===== src/design/aomt_pkg.sv =====
`timescale 1ns / 1ps
// ----------------------------------------------------------------------------
// aomt_pkg
// Shared types and codes of the atomic modification order tracker.
// ----------------------------------------------------------------------------
package aomt_pkg;

  localparam int OBJECTS_DEF  = 64;
  localparam int VERSIONS_DEF = 1024;

  localparam int MODE_W    = 3;
  localparam int STATUS_W  = 3;
  localparam int SEL_W     = 16;
  localparam int READ_W    = 32;
  localparam int NEW_VER_W = 10;

  localparam logic [MODE_W-1:0] MODE_INIT  = 3'd0;
  localparam logic [MODE_W-1:0] MODE_STORE = 3'd1;
  localparam logic [MODE_W-1:0] MODE_LOAD  = 3'd2;
  localparam logic [MODE_W-1:0] MODE_RMW   = 3'd3;
  localparam logic [MODE_W-1:0] MODE_CAS   = 3'd4;

  localparam logic [STATUS_W-1:0] ST_OK          = 3'd0;
  localparam logic [STATUS_W-1:0] ST_INVALID     = 3'd1;
  localparam logic [STATUS_W-1:0] ST_DUPLICATE   = 3'd2;
  localparam logic [STATUS_W-1:0] ST_UNKNOWN_OBJ = 3'd3;
  localparam logic [STATUS_W-1:0] ST_UNKNOWN_VER = 3'd4;
  localparam logic [STATUS_W-1:0] ST_FOREIGN     = 3'd5;
  localparam logic [STATUS_W-1:0] ST_STALE       = 3'd6;
  localparam logic [STATUS_W-1:0] ST_FULL        = 3'd7;

  typedef struct packed {
    logic [31:0] root_id;
    logic [31:0] byte_offset;
    logic [7:0]  access_size;
  } obj_key_t;

  localparam int KEY_W = $bits(obj_key_t);

  typedef struct packed {
    logic [STATUS_W-1:0] status;
    logic                version_valid;
    logic                read_valid;
    logic [READ_W-1:0]   read_id;
  } result_t;

endpackage


===== src/design/aomt_ctrl.sv =====
`timescale 1ns / 1ps
// ----------------------------------------------------------------------------
// aomt_ctrl
// Request sequencer: scans the object table for the key, checks the selected
// version against the owner table, and writes back the new version.
// ----------------------------------------------------------------------------
module aomt_ctrl
  import aomt_pkg::*;
#(
  parameter int OBJECTS  = OBJECTS_DEF,
  parameter int VERSIONS = VERSIONS_DEF,
  parameter int OW       = 6,
  parameter int VW       = 10
) (
  input  logic              clk,
  input  logic              rst,
  input  logic              in_valid,
  output logic              in_ready,
  input  logic [MODE_W-1:0] mode,
  input  logic [31:0]       root_id,
  input  logic [31:0]       byte_offset,
  input  logic [7:0]        access_size,
  input  logic [SEL_W-1:0]  version_sel,
  input  logic              cas_success,
  input  logic              out_free,
  output logic              res_valid,
  output result_t           res,
  output logic [VW-1:0]     res_version,
  output logic              obj_rd_en,
  output logic [OW-1:0]     obj_rd_addr,
  input  obj_key_t          obj_rd_key,
  input  logic [VW-1:0]     obj_rd_tail,
  output logic              obj_wr_en,
  output logic [OW-1:0]     obj_wr_addr,
  output obj_key_t          obj_wr_key,
  output logic [VW-1:0]     obj_wr_tail,
  output logic              ver_rd_en,
  output logic [VW-1:0]     ver_rd_addr,
  input  logic [OW-1:0]     ver_rd_data,
  output logic              ver_wr_en,
  output logic [VW-1:0]     ver_wr_addr,
  output logic [OW-1:0]     ver_wr_data
);

  localparam int CNTW = $clog2(OBJECTS + 1);
  localparam int VCW  = $clog2(VERSIONS + 1);

  typedef enum logic [2:0] {
    S_IDLE = 3'b001,
    S_SCAN = 3'b010,
    S_EXEC = 3'b100
  } state_t;

  state_t state, state_next;

  logic [MODE_W-1:0] req_mode;
  obj_key_t          req_key;
  logic [SEL_W-1:0]  req_sel;
  logic              req_cas;

  logic [OW-1:0]     scan_idx;
  logic              found;
  logic [OW-1:0]     slot;
  logic [VW-1:0]     tail;

  logic [CNTW-1:0]   obj_count;
  logic [VCW-1:0]    vcount;
  logic [READ_W-1:0] rcount;

  logic accept, key_hit, scan_last, scan_stop, go;
  logic obj_full, vfull, rfull, sel_unknown;
  logic do_append, do_new_obj, do_read;
  logic [STATUS_W-1:0] status;
  logic [OW-1:0] target;

  assign in_ready  = (state == S_IDLE);
  assign accept    = in_valid && in_ready;
  assign key_hit   = (obj_rd_key == req_key);
  assign scan_last = ((CNTW'(scan_idx) + CNTW'(1)) == obj_count);
  assign scan_stop = key_hit || scan_last;
  assign go        = (state == S_EXEC) && out_free;

  assign obj_full    = (obj_count == CNTW'(OBJECTS));
  assign vfull       = (vcount == VCW'(VERSIONS));
  assign rfull       = (rcount == '1);
  assign sel_unknown = ({1'b0, req_sel} >= 17'(vcount));

  // Object table reads: slot 0 when a request arrives and the table is not empty, then one slot a cycle.
  always_comb begin
    obj_rd_en   = 1'b0;
    obj_rd_addr = '0;
    if (accept) begin
      obj_rd_en = (obj_count != '0);
    end else if (state == S_SCAN && !scan_stop) begin
      obj_rd_en   = 1'b1;
      obj_rd_addr = scan_idx + OW'(1);
    end
  end

  // The owner entry of the selected version is fetched at accept and held.
  assign ver_rd_en   = accept;
  assign ver_rd_addr = version_sel[VW-1:0];

  always_comb begin
    status     = ST_OK;
    do_append  = 1'b0;
    do_new_obj = 1'b0;
    do_read    = 1'b0;
    if (req_mode <= MODE_CAS) begin
      if (req_key.access_size == '0) begin
        status = ST_INVALID;
      end else if (req_mode == MODE_INIT) begin
        if (found) begin
          status = ST_DUPLICATE;
        end else if (obj_full || vfull) begin
          status = ST_FULL;
        end else begin
          do_new_obj = 1'b1;
          do_append  = 1'b1;
        end
      end else if (!found) begin
        status = ST_UNKNOWN_OBJ;
      end else if (req_mode == MODE_STORE) begin
        if (vfull) begin
          status = ST_FULL;
        end else begin
          do_append = 1'b1;
        end
      end else if (sel_unknown) begin
        status = ST_UNKNOWN_VER;
      end else if (ver_rd_data != slot) begin
        status = ST_FOREIGN;
      end else if (req_mode == MODE_LOAD || (req_mode == MODE_CAS && !req_cas)) begin
        if (rfull) begin
          status = ST_FULL;
        end else begin
          do_read = 1'b1;
        end
      end else if (req_sel != SEL_W'(tail)) begin
        status = ST_STALE;
      end else if (vfull || rfull) begin
        status = ST_FULL;
      end else begin
        do_read   = 1'b1;
        do_append = 1'b1;
      end
    end
  end

  assign target = do_new_obj ? obj_count[OW-1:0] : slot;

  assign obj_wr_en   = go && do_append;
  assign obj_wr_addr = target;
  assign obj_wr_key  = req_key;
  assign obj_wr_tail = vcount[VW-1:0];
  assign ver_wr_en   = go && do_append;
  assign ver_wr_addr = vcount[VW-1:0];
  assign ver_wr_data = target;

  assign res_valid         = go;
  assign res.status        = status;
  assign res.version_valid = do_append;
  assign res.read_valid    = do_read;
  assign res.read_id       = do_read ? rcount : '0;
  assign res_version       = do_append ? vcount[VW-1:0] : '0;

  always_comb begin
    state_next = state;
    unique case (state)
      S_IDLE: begin
        if (accept) begin
          state_next = (obj_count == '0) ? S_EXEC : S_SCAN;
        end
      end
      S_SCAN: begin
        if (scan_stop) begin
          state_next = S_EXEC;
        end
      end
      S_EXEC: begin
        if (out_free) begin
          state_next = S_IDLE;
        end
      end
      default: state_next = S_IDLE;
    endcase
  end

  always_ff @(posedge clk) begin
    if (rst) begin
      state     <= S_IDLE;
      obj_count <= '0;
      vcount    <= '0;
      rcount    <= '0;
    end else begin
      state <= state_next;
      if (go && do_append) begin
        vcount <= vcount + VCW'(1);
      end
      if (go && do_new_obj) begin
        obj_count <= obj_count + CNTW'(1);
      end
      if (go && do_read) begin
        rcount <= rcount + READ_W'(1);
      end
    end
  end

  always_ff @(posedge clk) begin
    if (accept) begin
      req_mode             <= mode;
      req_key.root_id      <= root_id;
      req_key.byte_offset  <= byte_offset;
      req_key.access_size  <= access_size;
      req_sel              <= version_sel;
      req_cas              <= cas_success;
      scan_idx             <= '0;
      found                <= 1'b0;
    end else if (state == S_SCAN) begin
      if (key_hit) begin
        found <= 1'b1;
        slot  <= scan_idx;
        tail  <= obj_rd_tail;
      end else if (!scan_last) begin
        scan_idx <= scan_idx + OW'(1);
      end
    end
  end

  a_vcount_bound: assert property (@(posedge clk) disable iff (rst)
    vcount <= VCW'(VERSIONS))
    else $error("version count beyond table depth");

  a_obj_bound: assert property (@(posedge clk) disable iff (rst)
    obj_count <= CNTW'(OBJECTS))
    else $error("object count beyond table depth");

  a_scan_range: assert property (@(posedge clk) disable iff (rst)
    state == S_SCAN |-> CNTW'(scan_idx) < obj_count)
    else $error("scan index past the filled objects");

  a_append_count: assert property (@(posedge clk) disable iff (rst)
    ver_wr_en |=> vcount == $past(vcount) + VCW'(1))
    else $error("version append did not advance the count");

  a_new_obj_room: assert property (@(posedge clk) disable iff (rst)
    go && do_new_obj |-> !obj_full && !found)
    else $error("object created without room or over a duplicate");

endmodule

===== config.mk =====
export PLATFORM = sky130hd
export DESIGN_NAME = aomt_ctrl
export DESIGN_NICKNAME = d
export VERILOG_FILES = /design/src/design/aomt_pkg.sv /design/src/design/aomt_ctrl.sv
export SDC_FILE = /design/constraint.sdc
export NUM_CORES = 1
export LEC_CHECK = 0
export BUFFER_PORTS_ARGS = -buffer_cell sky130_fd_sc_hd__buf_2
export CAP_MARGIN = 20
export CORE_AREA = 8 8 140 142
export DETAILED_ROUTE_END_ITERATION = 6
export DIE_AREA = 0 0 148 150
export PLACE_DENSITY = 0.87
export SKIP_CTS_REPAIR_TIMING = 1
export SLEW_MARGIN = 30
export SYNTH_ARGS = -nofsm -noshare
export SYNTH_HDL_FRONTEND = slang
export SYNTH_SLANG_ARGS = --single-unit
export TNS_END_PERCENT = 10

===== constraint.sdc =====
create_clock -name clk -period 6.4 [get_ports clk]
set_clock_uncertainty 0.15 [all_clocks]
set_input_delay 0.96 -clock clk [delete_from_list [all_inputs] [get_ports clk]]
set_output_delay 0.96 -clock clk [all_outputs]
set_load 0.02 [all_outputs]

==> impl_metrics.csv <==
group,metric,value,unit
outcome,status,"finished clean",
sta,fin_crit,4.80,ns
power_and_ir_drop,p_leak,4.52,nW
power_and_ir_drop,p_int,0.00193,W
logic_synthesis,synth_cell_types,58,
power_and_ir_drop,pwr-share-clk,0.414,
logic_synthesis,synthFlopType,"edfxtp_1",
placement,io_buffers,356,
grt,grt_usage,0.238,
sta,hold_ws,0.352,ns
setup_path,required,5.29,ns
grt,grt_max_degree,60,
logic_synthesis,syn-cell-area,0.00856,mm²
flow_run,max_cap_violations,0,
layout,drive_gt1_frac,0.370,
power_and_ir_drop,switchingPower,0.000706,W
floorplan,coreArea,0.0175,mm²
setup_path,end_kind,"primary output",
sta,tns,0,ns
power_and_ir_drop,cellPowerDensity,242,mW/mm²
route,ant_nets,0,
floorplan,fp.dieW,148,µm
sta,relSlewSlack,0.522,
setup_path,startpoint_type,"flop",
placement,dpl.hpwl,21.8,mm
power_and_ir_drop,seq_power_share,0.475,
grt,first_global_vias,7420,
route,drc,0,
cts,clk_latency,0.43,ns
route,first_pass_iters,5,
layout,fillers,1407,
sta,worstMarginPinSlew,0.718,ns
hold_path,hp-class,"reg2reg",
setup_path,cp_max_fo,33,
layout,nets,1311,
layout,final_common_cell,"buf_2",
logic_synthesis,ys_async_sr_fraction,0,
power_and_ir_drop,switching_share,0.268,
cts,cts_tree,"built",
cts,clk_pin_slew,0.08,ns
layout,syn2layout_area_growth,27.4,%
sta,hold_violations,0,
sta,setup_violations,0,
logic_synthesis,synth.ff_latch_count,168,
cts,htree_num_levels,4,
route,vias,7469,
cts,cts-root-buf,"clkbuf_16",
layout,final_cell_mix,"buf_2 (356), edfxtp_1 (108), xor2_1 (69), dfxtp_1 (60), nor2_1 (53)",
hold_path,holdPathStages,2,
logic_synthesis,syn-mean-instance-area,10.7,µm²
logic_synthesis,yosys_warnings,0,
cts,clk_path_buf_depth,2,
grt,antenna_found_initial,7,
logic_synthesis,synth_edf_count,108,
logic_synthesis,synthCells,798,
floorplan,dieArea,0.0222,mm²
sta,drv_slew,0,
floorplan,fp.dieH,150,µm
route,viasPerCell,5.51,
floorplan,std_cell_rows,49,
logic_synthesis,yosysSeqAreaShare,0.519,
setup_path,arrival,3.69,ns
logic_synthesis,syn_nets,999,
route,drt_iter0_markers,498,
floorplan,ioPinCount,357,
floorplan,start_util,0.488,
route,routed_wl,27.5,mm
sta,min_period_over_period,0.750,
grt,globalRoute.totalOverflow,0,
setup_path,path_class,"reg2out",
sta,rsz0062_at_grt,"false",
cts,numCtsBuffers,17,
power_and_ir_drop,comb_power_share,0.111,
placement,routabilityCongestion,0.869,
power_and_ir_drop,power,0.00263,W
sta,fmaxAchievable,0.208,GHz
power_and_ir_drop,ir_drop,0.000174,V
setup_path,rr_worst_depth,8,
grt,grt_pass1_wl,40.7,mm
layout,finalCoreUtilization,0.622,
cts,cts_sinks,168,
route,wl_per_cell,20.3,µm
## through the flow
step | worst slack, ns | cells | instance area, µm²
detailed placement | 1.90 | 1320 | 10300
CTS | 1.61 | 1352 | 10900
global placement | 2.02 | 1320 | 10300
finish | 1.60 | 1355 | 10900
global route | 1.33 | 1354 | 10900
floorplan | 1.76 | 798 | 8560
## critical path, stage by stage, from the launching register on
cell	delay, ns
dfxtp_1	0.48
ha_1	0.28
nand2b_1	0.15
a2111oi_0	0.50
o22a_1	0.34
nand3_1	0.18
nor3_1	0.28
and3_1	0.66
and2_1	0.22
buf_2	0.16
## state kept, by name, indices dropped and copies added (netlist names)
name and flops:
req_sel 16, scan_idx 6, rcount 32, obj_wr_key 72, req_cas 1, tail 10
found 1, obj_count 7, slot 6, state 3, req_mode 3, vcount 11
## metal layers
layer / wire (µm) / GRT usage
met5: 68 / 0
met4: 828 / 0.105
met3: 2550 / 0.0838
met2: 14900 / 0.439
met1: 9190 / 0.236
## power by group through the flow
stage          clock [W]  sequential (W)  combinational (W)
2_1_floorplan          0         0.00131           0.000114
3_3_place_gp           0         0.00127           0.000281
3_5_place_dp           0         0.00128           0.000291
4_1_cts          0.00110         0.00125           0.000293
5_1_grt          0.00115         0.00126           0.000311
6_report         0.00109         0.00125           0.000291
## Yosys cell counts, types with 4 or more instances
library cell / instances / area (µm²)
mux2_2: 7 / 78.8
nor2_1: 53 / 199
nand2b_1: 5 / 31.3
or4_1: 16 / 120
o21ai_0: 31 / 155
or3_1: 20 / 125
nor3_1: 15 / 75.1
o31ai_1: 10 / 75.1
nor4_1: 23 / 144
xor2_1: 69 / 604
nand4_1: 32 / 200
nor2b_1: 5 / 31.3
mux2i_1: 4 / 40.0
edfxtp_1: 108 / 3240
buf_4: 39 / 293
and2_1: 35 / 219
a21o_1: 5 / 37.5
and3_1: 12 / 75.1
xnor2_1: 38 / 333
ha_1: 17 / 213
and4_1: 5 / 43.8
clkbuf_1: 21 / 78.8
dfxtp_1: 60 / 1200
nand2_1: 30 / 113
o2bb2ai_1: 4 / 35.0
inv_1: 20 / 75.1
nand3_1: 25 / 125
a211oi_1: 4 / 30.0
a21oi_1: 42 / 210
## cell families after synthesis
family	Yosys count	synth area share
muxes	11	0.0139
and+or+nand+nor	292	0.193
DFF	168	0.519
xor gates and xnor gates	107	0.109
AOI/OAI and AO/OA	117	0.0836
buffers and inverters	86	0.0567
adders and majority gates	17	0.0248
## final timing paths
check	start	slack (ns)	endpoint
max	vcount[0]	1.60	res[29]
min	rcount[7]	0.35	rcount[7]
max reg2reg	vcount[0]	2.71	rcount[27]
min reg2reg	rcount[7]	0.35	rcount[7]
## layout make-up
cell class | count | area [µm²] | share of cell area
sequential | 168 | 4440 | 0.407
clock inverter | 15 | 200 | 0.0184
antenna | 3 | 7.51 | 0.000688
multi-input combinational | 544 | 3660 | 0.336
tap | 229 | 287 | 0.0263
inverter | 20 | 77.6 | 0.00711
clock buffer | 17 | 425 | 0.0390
timing repair buffer | 359 | 1800 | 0.165
Power figures use the tool's default switching activity.
